File: src/hdl/edf_pkg.sv
package edf_pkg;

  localparam int MaxTasks   = 16;
  localparam int MaxProcs   = 4;
  localparam int ReadyDepth = 32;

  localparam int SlotW = $clog2(MaxTasks);
  localparam int ProcW = $clog2(MaxProcs);
  localparam int PoolW = $clog2(ReadyDepth);

  localparam logic CMD_LOAD = 1'b0;
  localparam logic CMD_TICK = 1'b1;

  localparam logic CFG_ACTIVE_TASKS = 1'b0;
  localparam logic CFG_ACTIVE_PROCS = 1'b1;

  typedef struct packed {
    logic [7:0]  id;
    logic [15:0] remaining;
    logic [31:0] deadline;
  } job_t;

  typedef enum logic [3:0] {
    ST_IDLE,
    ST_REL_RD,
    ST_REL_WAIT,
    ST_REL_DO,
    ST_SCAN,
    ST_SCAN_END,
    ST_PLACE,
    ST_SCAN2,
    ST_SCAN2_END,
    ST_RUN,
    ST_OUT
  } state_t;

  // true when a beats b: earlier deadline, then lower id
  function automatic logic better(input job_t a, input job_t b);
    if (a.deadline != b.deadline) return a.deadline < b.deadline;
    return a.id < b.id;
  endfunction

  function automatic logic [31:0] sat_inc(input logic [31:0] v);
    return (v == 32'hFFFF_FFFF) ? v : v + 32'd1;
  endfunction

endpackage

File: src/hdl/edf_ram.sv
module edf_ram #(
  parameter int Width = 8,
  parameter int Depth = 16
) (
  input  logic                     clk,
  input  logic                     we,
  input  logic [$clog2(Depth)-1:0] waddr,
  input  logic [Width-1:0]         wdata,
  input  logic [$clog2(Depth)-1:0] raddr,
  output logic [Width-1:0]         rdata
);
  logic [Width-1:0] mem [Depth];

  always_ff @(posedge clk) begin
    if (we) mem[waddr] <= wdata;
    rdata <= mem[raddr];
  end
endmodule

File: src/hdl/multiprocessor_edf_scheduler.sv
// channel | direction | handshake       | payload
// in_     | input     | valid / stall   | command, slot, task_id, first_release, exec_time, period
// out_    | output    | valid / stall   | processor, busy_res, running_id, started, finished, late,
//         |           |                 | hit/miss/busy counters, ready_overflow, last
// cfg_    | input     | valid / ready   | index, data
// a load writes one task table entry; a tick first takes each active slot through read, wait and
// release steps, then per processor scans the whole ready pool, with a second pass when an idle
// processor picks up a job, then places, runs and outputs a result, and finally advances the tick
// reset clears tick, counters, pool and processor valid bits; the task table is undefined
// a stalled result holds the sequencer, nothing is dropped
module multiprocessor_edf_scheduler (
  input  logic                      clk,
  input  logic                      rst_n,
  input  logic                      in_valid,
  output logic                      in_stall,
  input  logic                      in_command,
  input  logic [3:0]                in_slot,
  input  logic [7:0]                in_task_id,
  input  logic [15:0]               in_first_release,
  input  logic [15:0]               in_exec_time,
  input  logic [15:0]               in_period,
  output logic                      out_valid,
  input  logic                      out_stall,
  output logic [1:0]                out_processor,
  output logic                      out_busy_res,
  output logic [7:0]                out_running_id,
  output logic                      out_started,
  output logic                      out_finished,
  output logic                      out_late,
  output logic [31:0]               out_hit_count,
  output logic [31:0]               out_miss_count,
  output logic [31:0]               out_busy_ticks,
  output logic                      out_ready_overflow,
  output logic                      out_last,
  input  logic                      cfg_valid,
  output logic                      cfg_ready,
  input  logic                      cfg_index,
  input  logic [4:0]                cfg_data
);
  import edf_pkg::*;

  state_t state_r, state_nxt;

  logic [4:0]  act_tasks_r;
  logic [2:0]  act_procs_r;
  logic [31:0] tick_r, hits_r, misses_r, busy_r;
  logic        ovf_r;

  logic [ReadyDepth-1:0] pvalid_r;
  job_t                  pool_r [ReadyDepth];
  logic [MaxProcs-1:0]   cvalid_r;
  job_t                  cjob_r [MaxProcs];

  logic [SlotW:0]   slot_r;
  logic [ProcW:0]   proc_r;
  logic [PoolW:0]   idx_r;
  logic             bvalid_r;
  logic [PoolW-1:0] bidx_r;
  job_t             bjob_r;
  logic             started_r;

  // table memory: id, exec, period, next release
  localparam int TabW = 8 + 16 + 16 + 32;
  logic            tab_we;
  logic [SlotW-1:0] tab_waddr;
  logic [TabW-1:0] tab_wdata, tab_rdata;
  logic [7:0]  t_id;
  logic [15:0] t_exec, t_per;
  logic [31:0] t_rel;

  assign {t_id, t_exec, t_per, t_rel} = tab_rdata;

  edf_ram #(.Width(TabW), .Depth(MaxTasks)) u_tab (
    .clk   (clk),
    .we    (tab_we),
    .waddr (tab_waddr),
    .wdata (tab_wdata),
    .raddr (slot_r[SlotW-1:0]),
    .rdata (tab_rdata)
  );

  logic [SlotW:0] ntask;
  logic [ProcW:0] nproc;
  assign ntask = (act_tasks_r > 5'(MaxTasks)) ? (SlotW+1)'(MaxTasks) : (SlotW+1)'(act_tasks_r);
  assign nproc = (act_procs_r > 3'(MaxProcs)) ? (ProcW+1)'(MaxProcs) : (ProcW+1)'(act_procs_r);

  logic in_acc;
  assign in_stall  = (state_r != ST_IDLE);
  assign in_acc    = in_valid && !in_stall;
  assign cfg_ready = (state_r == ST_IDLE);

  // first free pool entry
  logic             free_found;
  logic [PoolW-1:0] free_idx;
  always_comb begin
    free_found = 1'b0;
    free_idx   = '0;
    for (int k = ReadyDepth - 1; k >= 0; k--) begin
      if (!pvalid_r[k]) begin
        free_found = 1'b1;
        free_idx   = PoolW'(k);
      end
    end
  end

  logic [ProcW-1:0] pi;
  assign pi = proc_r[ProcW-1:0];
  job_t cur;
  assign cur = cjob_r[pi];
  logic [PoolW-1:0] ii;
  assign ii = idx_r[PoolW-1:0];

  always_comb begin
    state_nxt = state_r;
    tab_we    = 1'b0;
    tab_waddr = in_slot[SlotW-1:0];
    tab_wdata = {in_task_id, in_exec_time, in_period, 16'd0, in_first_release};
    case (state_r)
      ST_IDLE: begin
        if (in_acc) begin
          if (in_command == CMD_LOAD) tab_we = 1'b1;
          else state_nxt = (ntask == 0) ? ST_SCAN : ST_REL_RD;
        end
      end
      ST_REL_RD:   state_nxt = ST_REL_WAIT;
      ST_REL_WAIT: state_nxt = ST_REL_DO;
      ST_REL_DO: begin
        if (t_rel <= tick_r) begin
          tab_we    = 1'b1;
          tab_waddr = slot_r[SlotW-1:0];
          tab_wdata = {t_id, t_exec, t_per, t_rel + {16'd0, t_per}};
        end
        state_nxt = (slot_r + 1'b1 == ntask) ? ST_SCAN : ST_REL_RD;
      end
      ST_SCAN: begin
        if (proc_r == nproc) state_nxt = ST_IDLE;
        else if (idx_r == (PoolW+1)'(ReadyDepth - 1)) state_nxt = ST_SCAN_END;
      end
      ST_SCAN_END: state_nxt = (!cvalid_r[pi] && bvalid_r) ? ST_SCAN2 : ST_PLACE;
      ST_SCAN2:    if (idx_r == (PoolW+1)'(ReadyDepth - 1)) state_nxt = ST_PLACE;
      ST_PLACE:    state_nxt = ST_RUN;
      ST_RUN:      state_nxt = ST_OUT;
      ST_OUT: begin
        if (!out_stall) state_nxt = ST_SCAN;
      end
      default: state_nxt = ST_IDLE;
    endcase
  end

  always_ff @(posedge clk) begin
    if (!rst_n) state_r <= ST_IDLE;
    else        state_r <= state_nxt;
  end

  always_ff @(posedge clk) begin
    if (!rst_n) begin
      act_tasks_r <= '0;
      act_procs_r <= 3'd1;
      tick_r      <= '0;
      hits_r      <= '0;
      misses_r    <= '0;
      busy_r      <= '0;
      ovf_r       <= 1'b0;
      pvalid_r    <= '0;
      cvalid_r    <= '0;
      out_valid   <= 1'b0;
    end else begin
      if (cfg_valid && cfg_ready) begin
        if (cfg_index == CFG_ACTIVE_TASKS) act_tasks_r <= cfg_data;
        else act_procs_r <= cfg_data[2:0];
      end
      case (state_r)
        ST_IDLE: begin
          slot_r   <= '0;
          proc_r   <= '0;
          idx_r    <= '0;
          bvalid_r <= 1'b0;
          started_r <= 1'b0;
        end
        ST_REL_DO: begin
          if (t_rel <= tick_r) begin
            if (free_found) begin
              pvalid_r[free_idx] <= 1'b1;
              pool_r[free_idx]   <= '{id: t_id, remaining: t_exec,
                                      deadline: t_rel + {16'd0, t_per}};
            end else begin
              ovf_r <= 1'b1;
            end
          end
          slot_r <= slot_r + 1'b1;
        end
        ST_SCAN, ST_SCAN2: begin
          if (state_r == ST_SCAN && proc_r == nproc) begin
            tick_r <= tick_r + 32'd1;
          end else begin
            if (pvalid_r[ii] && (!bvalid_r || better(pool_r[ii], bjob_r))) begin
              bvalid_r <= 1'b1;
              bidx_r   <= ii;
              bjob_r   <= pool_r[ii];
            end
            idx_r <= (idx_r == (PoolW+1)'(ReadyDepth - 1)) ? '0 : idx_r + 1'b1;
          end
        end
        ST_SCAN_END: begin
          // idle processor takes the best, then rescans for a swap
          if (!cvalid_r[pi] && bvalid_r) begin
            cvalid_r[pi]     <= 1'b1;
            cjob_r[pi]       <= bjob_r;
            pvalid_r[bidx_r] <= 1'b0;
            started_r        <= 1'b1;
            bvalid_r         <= 1'b0;
          end
        end
        ST_PLACE: begin
          if (cvalid_r[pi] && bvalid_r && better(bjob_r, cur)) begin
            cjob_r[pi]     <= bjob_r;
            pool_r[bidx_r] <= cur;
            started_r      <= 1'b1;
          end
        end
        ST_RUN: begin
          out_processor  <= 2'(proc_r);
          out_started    <= started_r;
          out_busy_res   <= cvalid_r[pi];
          out_running_id <= cvalid_r[pi] ? cur.id : 8'd0;
          out_finished   <= 1'b0;
          out_late       <= 1'b0;
          out_hit_count  <= hits_r;
          out_miss_count <= misses_r;
          out_busy_ticks <= busy_r;
          if (cvalid_r[pi]) begin
            out_busy_ticks <= sat_inc(busy_r);
            busy_r <= sat_inc(busy_r);
            if (cur.remaining <= 16'd1) begin
              cvalid_r[pi] <= 1'b0;
              out_finished <= 1'b1;
              if (cur.deadline < tick_r) begin
                out_late       <= 1'b1;
                misses_r       <= sat_inc(misses_r);
                out_miss_count <= sat_inc(misses_r);
              end else begin
                hits_r        <= sat_inc(hits_r);
                out_hit_count <= sat_inc(hits_r);
              end
            end else begin
              cjob_r[pi].remaining <= cur.remaining - 16'd1;
            end
          end
          out_ready_overflow <= ovf_r;
          out_last  <= (proc_r + 1'b1 == nproc);
          out_valid <= 1'b1;
        end
        ST_OUT: begin
          if (!out_stall) begin
            out_valid <= 1'b0;
            proc_r    <= proc_r + 1'b1;
            bvalid_r  <= 1'b0;
            started_r <= 1'b0;
          end
        end
        default: ;
      endcase
    end
  end
endmodule

File: config.mk
export PLATFORM = sky130hd
export DESIGN_NAME = multiprocessor_edf_scheduler
export DESIGN_NICKNAME = d
export VERILOG_FILES = /design/src/hdl/edf_pkg.sv /design/src/hdl/edf_ram.sv /design/src/hdl/multiprocessor_edf_scheduler.sv
export SDC_FILE = /design/constraint.sdc
export NUM_CORES = 2
export LEC_CHECK = 0
export BUFFER_PORTS_ARGS = -buffer_cell sky130_fd_sc_hd__buf_2
export CAP_MARGIN = 30
export CORE_MARGIN = 8
export CORE_UTILIZATION = 31
export DETAILED_ROUTE_END_ITERATION = 10
export PLACE_DENSITY_LB_ADDON = 0.08
export SYNTH_ARGS = -nofsm -noshare
export SYNTH_HDL_FRONTEND = slang
export SYNTH_HIERARCHICAL = 1
export SYNTH_SLANG_ARGS = --single-unit
export TNS_END_PERCENT = 1
File: constraint.sdc
create_clock -name clk -period 11.4 [get_ports clk]
set_input_delay 2.28 -clock clk [delete_from_list [all_inputs] [get_ports clk]]
set_output_delay 2.28 -clock clk [all_outputs]
set_load 0.02 [all_outputs]
### After elaboration in Yosys (flattened, before gate mapping)

Memories as Yosys holds them, arrays and structs flattened. A register that Yosys moved wholly into a read port is not among the register bits.
Index checks and enable logic that the tools add are counted.

* flip-flop bits (word level): 367
* bits in latches: 0
* RAM bits: 3168
* ROM bits: 0
* input bits: 72
* output and inout bits: 115
* word-level logic and storage cells: 316
* memories: 3

* add/subtract/negate cells: 9
* $mul: 0
* div/mod/pow operators: 0
* $lt $le $gt $ge: 16
* equal/unequal tests: 31
* shift-type cells: 0
* mux-type cells: 172
* bitwise gates (word level): 11
* reductions and logical operators: 43

Memories
* pool_r: words 32, width 56, read ports 1, clocked after memory_dff 1, write ports 1, line multiprocessor_edf_scheduler.sv:50 `job_t pool_r [ReadyDepth];`
* u_tab.mem: words 16, width 72, read ports 1, clocked after memory_dff 1, write ports 1, line edf_ram.sv:12 `logic [Width-1:0] mem [Depth];`
* cjob_r: words 4, width 56, read ports 1, clocked after memory_dff 1, write ports 1, line multiprocessor_edf_scheduler.sv:52 `job_t cjob_r [MaxProcs];`

Operator list (count)
* two-way mux 32 bit: 13
* two-way mux 5 bit: 35
* two-way mux 72 bit: 2
* adder 32 x 1 -> 32 bit (second input constant): 4
* two-way mux 56 bit: 2
* == test 32 bit (second input constant): 3
* < comparator 32 bit: 3
* two-way mux 1 bit: 86
* != test 32 bit: 2
* case mux 32 bit (2 select lines): 1
* OR reduction 56 bit: 1
* two-way mux 4 bit: 11
* case mux 4 bit (10 select lines): 1
* adder 32 x 16 -> 32 bit: 1
* AND 32 bit: 1
* <= comparator 32 bit: 1
* inverter 32 bit: 1
* bitwise OR 32 bit: 1
* != test 2 bit (second input constant): 11
* < comparator 5 x 6 -> 1 bit (second input constant): 3
* == test 4 x 3 -> 1 bit (second input constant): 4
* <= comparator 16 x 1 -> 1 bit (second input constant): 1
* < comparator 8 bit: 2
* two-way mux 16 bit: 1
* 48 further kinds: 91

### Logic depth before layout (Yosys ltp)

* depth after elaboration: 40
* depth in mapped cells: 18
* gate-level depth less buffers: 13

### Cells and area by module

Netlist, hierarchy kept.

Modules (own cells, without submodules)
* multiprocessor_edf_scheduler: instances 1, cells an instance 5435, area an instance 99287.7 µm², seq. area each 69917.1 µm²
* edf_ram: instances 1, cells an instance 1850, area an instance 44550.2 µm², seq. area each 36034.6 µm²

### Least setup slack after synthesis

No wires, ideal clock.

* path kind: input -> register
* start point: input rst_n
* end point: memory cjob_r[0][32] (netlist name) (enable)
* library setup time: 373 ps
* arrival time: 8883 ps
* required time: 11027 ps
* setup slack: 2143 ps
* stages: 6
* buffers on the path: 1
* path through: clkbuf_1 -> clkinv_1 -> nor2_1 -> nand3_1 -> inv_1 -> o21a_1

* cells in the longest elaborated chain, start to end: 4
* elaborated cells on any way between the ends: 8
* classes of those cells: 6 x mux; 2 x bitwise

Ends and longest elaborated chain
* start, declared: line multiprocessor_edf_scheduler.sv:13 `input logic rst_n,`
* two-way mux 1 bit: line multiprocessor_edf_scheduler.sv:156 `if (!rst_n) begin`
* two-way mux 1 bit (on tied branches): line multiprocessor_edf_scheduler.sv:208, multiprocessor_edf_scheduler.sv:216
* bitwise OR 1 bit (no source line)
* bitwise OR 1 bit (no source line) (*)
* end, declared: line multiprocessor_edf_scheduler.sv:52

Every way passes the cells marked *; elsewhere a longest branch is shown, timed or not.

==> run metrics <==
status=completed; Total GRT Usage=17.2%; CTS tree=done; H-tree Lvls=5; Placement Rows=250; Worst Skew=64.1 ps; relative slew slack=21.5%; buffers added on ports=186; GP Congestion=0.771; Flop pwr share=43.1%; Place WS=3690 ps; IO Count=187; post-synthesis cell area=144000 µm²; layout cells sized above 1=26.8%; Worst Setup End Kind=flop; postcts setup bufs=0; critical-path maximum fanout=32; most frequent cells in the layout=edfxtp_1 (3357), mux4_2 (906), clkbuf_16 (415); minimum clock period=7540 ps; Final Hold Viols=0; Synth Register Bits=3614; maxcap violations=0; FFs w/ async S/R, synth=0%; Max Fclk=0.133 GHz; Worst setup SP type=flop; worst-skew pair later-pin latency=980 ps; Arr. time, crit path=8130 ps; Synth Area in Adders=1.48%; Critical Path Slowest Stage Cell=nor2_4; WHS Path Cells=0; commonest non-fill, non-tap cell in the layout=edfxtp_1; Die Wd=697 µm; combinational share of power=24.2%; Net Switching=12.0 mW; Post-layout nets=8004; Starting Density=31.1%; Crit Path Class=reg2reg; final slew viol count=0; Post-Route WL=429000 µm; Sw Share=30.5%; CTS Sinks=3614; maximum vdd drop=0.210 mV; cell count after synthesis=7285; Hold WC Path Type=reg2reg; DR pass1 iterations=5; cts hold-fix bufs=0; CTS buffer count=411; syn_area_per_cell=19.7 µm²; multiplexer share of the synthesized area=15.7%; synth unique cells=85; fillcell total=42.9k; RSZ-0062 raised after global routing=false; vias post-DR=72.3k; CP required=11990 ps; number of global-route vias before repair=76.1k; remaining antenna violation count=0; number of flops mapped to enable cells by yosys=3357; Pwr Density=235 nW/µm²; end-of-flow core utilization=36.1%; drt initial violations=5528; Ys Warns=6; final setup vio count=0; period utilization=66.2%; Longest Clk Path Bufs=4; first-pass GRT wire length=605000 µm; Synth Area in XOR/XNOR=1.28%; CP Cell Sequence=buf_4, mux4_2, inv_1, ha_1, and3_1, a221o_1, a2111oi_0, buf_1, o22ai_1, a2111oi_1, buf_4, o211a_4, a41oi_1, nor2_4, buf_4, buf_4; hpwl dp=254000 µm; cell internal pwr=27.3 mW; largest net degree at the start of global routing=121; initial antenna violation count=40; die footprint=486000 µm²; routed len/inst=30.0 µm; Via-to-Cell Ratio=5.06; core area=463000 µm²; Compound-Gate Fraction of Synth Area=2.69%; LEAKAGE=52.6 nW; simple-gate share of the synthesized area=3.72%; Congestion Overflow GR=0; cell mode on critical path=buf_4; Seq/Total Area, Yosys=73.7%; syn_nets=7527; fin area=167000 µm²; R2R cell count=16; Final WS setup=3860 ps; drt drc=0; Worst-path clk slew=60 ps; clock root buffer=clkbuf_16; CP peak stage delay=730 ps; worst-margin pin slew=1180 ps; largest family of logic cells by synthesized area=multiplexers; top_reg_cell synth=edfxtp_1; Area growth syn-to-layout=16.2%; Die H=697 µm; Placed Area=154000 µm²; Setup TNS Final=0 ps; Post-CTS Resized=0; Clk pwr share=32.8%
-- power groups by stage --
stage / clock, mW / sequential (mW) / combinational [mW]
CTS: 13.2 / 16.9 / 9.66
detailed placement: 0 / 17.2 / 9.63
global placement: 0 / 17.2 / 9.39
global route: 13.7 / 16.9 / 10.2
finish: 12.9 / 16.9 / 9.48
floorplan: 0 / 16.9 / 5.43
-- stage by stage --
step	instances	power [mW]	hold WS, ps
after floorplan	7285	22.3	400
after global placement	13500	26.6	425
after detailed placement	13500	26.8	424
after CTS	14300	39.8	443
after global routing	14300	40.8	459
final	14300	39.2	440
-- sequential cells by signal, indices dropped and copies added, names as in the netlist, 4 cells and up, named ones only --
signal          flops
hits_r             32
pool_r           1792
idx_r               6
out_running_id      8
misses_r           32
act_tasks_r         5
out_hit_count      32
out_miss_count     32
u_tab/rdata        72
tick_r             32
cjob_r            224
state_r             4
slot_r              5
bjob_r             56
u_tab/mem        1152
bidx_r              5
pvalid_r           32
busy_r             32
out_busy_ticks     32
-- cell usage after synthesis (7+ instances only) --
| library cell | n | area [µm²] |
|---|---|---|
| a211oi_1 | 13 | 97.6 |
| a21boi_0 | 8 | 60.1 |
| a21o_1 | 15 | 113 |
| a21oi_1 | 99 | 495 |
| a22oi_1 | 146 | 1100 |
| a31oi_1 | 10 | 62.6 |
| and2_1 | 19 | 119 |
| and3_1 | 30 | 188 |
| and4_1 | 15 | 131 |
| buf_1 | 65 | 244 |
| buf_2 | 24 | 120 |
| buf_4 | 12 | 90.1 |
| buf_6 | 22 | 248 |
| clkbuf_1 | 224 | 841 |
| dfxtp_1 | 257 | 5140 |
| edfxtp_1 | 3357 | 101000 |
| ha_1 | 169 | 2110 |
| inv_1 | 158 | 593 |
| mux2_2 | 142 | 1600 |
| mux2i_1 | 42 | 420 |
| mux4_2 | 906 | 20400 |
| nand2_1 | 322 | 1210 |
| nand2b_1 | 38 | 238 |
| nand3_1 | 111 | 556 |
| nand3b_1 | 9 | 67.6 |
| nand4_1 | 83 | 519 |
| nor2_1 | 290 | 1090 |
| nor2b_1 | 16 | 100 |
| nor3_1 | 54 | 270 |
| nor3b_1 | 8 | 60.1 |
| nor4_1 | 26 | 163 |
| o211ai_1 | 34 | 255 |
| o21a_1 | 15 | 113 |
| o21ai_0 | 158 | 791 |
| o311ai_0 | 7 | 61.3 |
| o31ai_1 | 16 | 120 |
| o41ai_1 | 8 | 70.1 |
| or2_2 | 10 | 62.6 |
| or3_1 | 35 | 219 |
| or4_1 | 18 | 135 |
| xnor2_1 | 134 | 1170 |
| xor2_1 | 76 | 666 |
-- cells by family (layout without fill, tap and decap cells) --
group / after synthesis / in the layout
mux: 1095 / 1095
flops: 3614 / 3614
buf+inv: 506 / 1322
fa+ha+maj: 170 / 170
compound gates: 585 / 585
other cells: 0 / 6
simple gates: 1105 / 1105
xor+xnor: 210 / 210
-- layer usage --
metal  wire length, µm  track usage [%]  vias to the layer above
met3             15600             1.96                      527
li1                  -                -                    30900
met4              9340             3.72                        6
met2            215000             29.7                     1499
met5                37                0                        -
met1            189000             23.4                    39400
-- layout make-up --
class	instances	area, µm²	area share, %
flip-flops and latches	3614	106000	63.4
multi-input cells	3165	36500	21.8
clock buffers	554	11100	6.67
well taps	6174	7720	4.62
repair buffers	411	3300	1.98
clock inverters	198	1820	1.09
inverters	159	599	0.359
diodes	6	15.0	0.00899
-- final timing paths --
kind	start	endpoint	slack (ps)
worst max register to register	flop	pool_r[26][46]	3860
worst max-delay path	flop	pool_r[26][46]	3860
worst min register to register	ovf_r	out_ready_overflow	440
worst min-delay path	ovf_r	out_ready_overflow	440
-- critical path, delay by kind of cell, from the launching register on --
kind	cells	cell delay, ps
AND/OR/NAND/NOR	2	920
AO/OA/AOI/OAI	6	2130
flip-flops	1	700
buffers and inverters	6	2340
multiplexers	1	640
adder cells (fa/ha/maj)	1	260
Note: power is estimated with default switching activity, not from simulation.
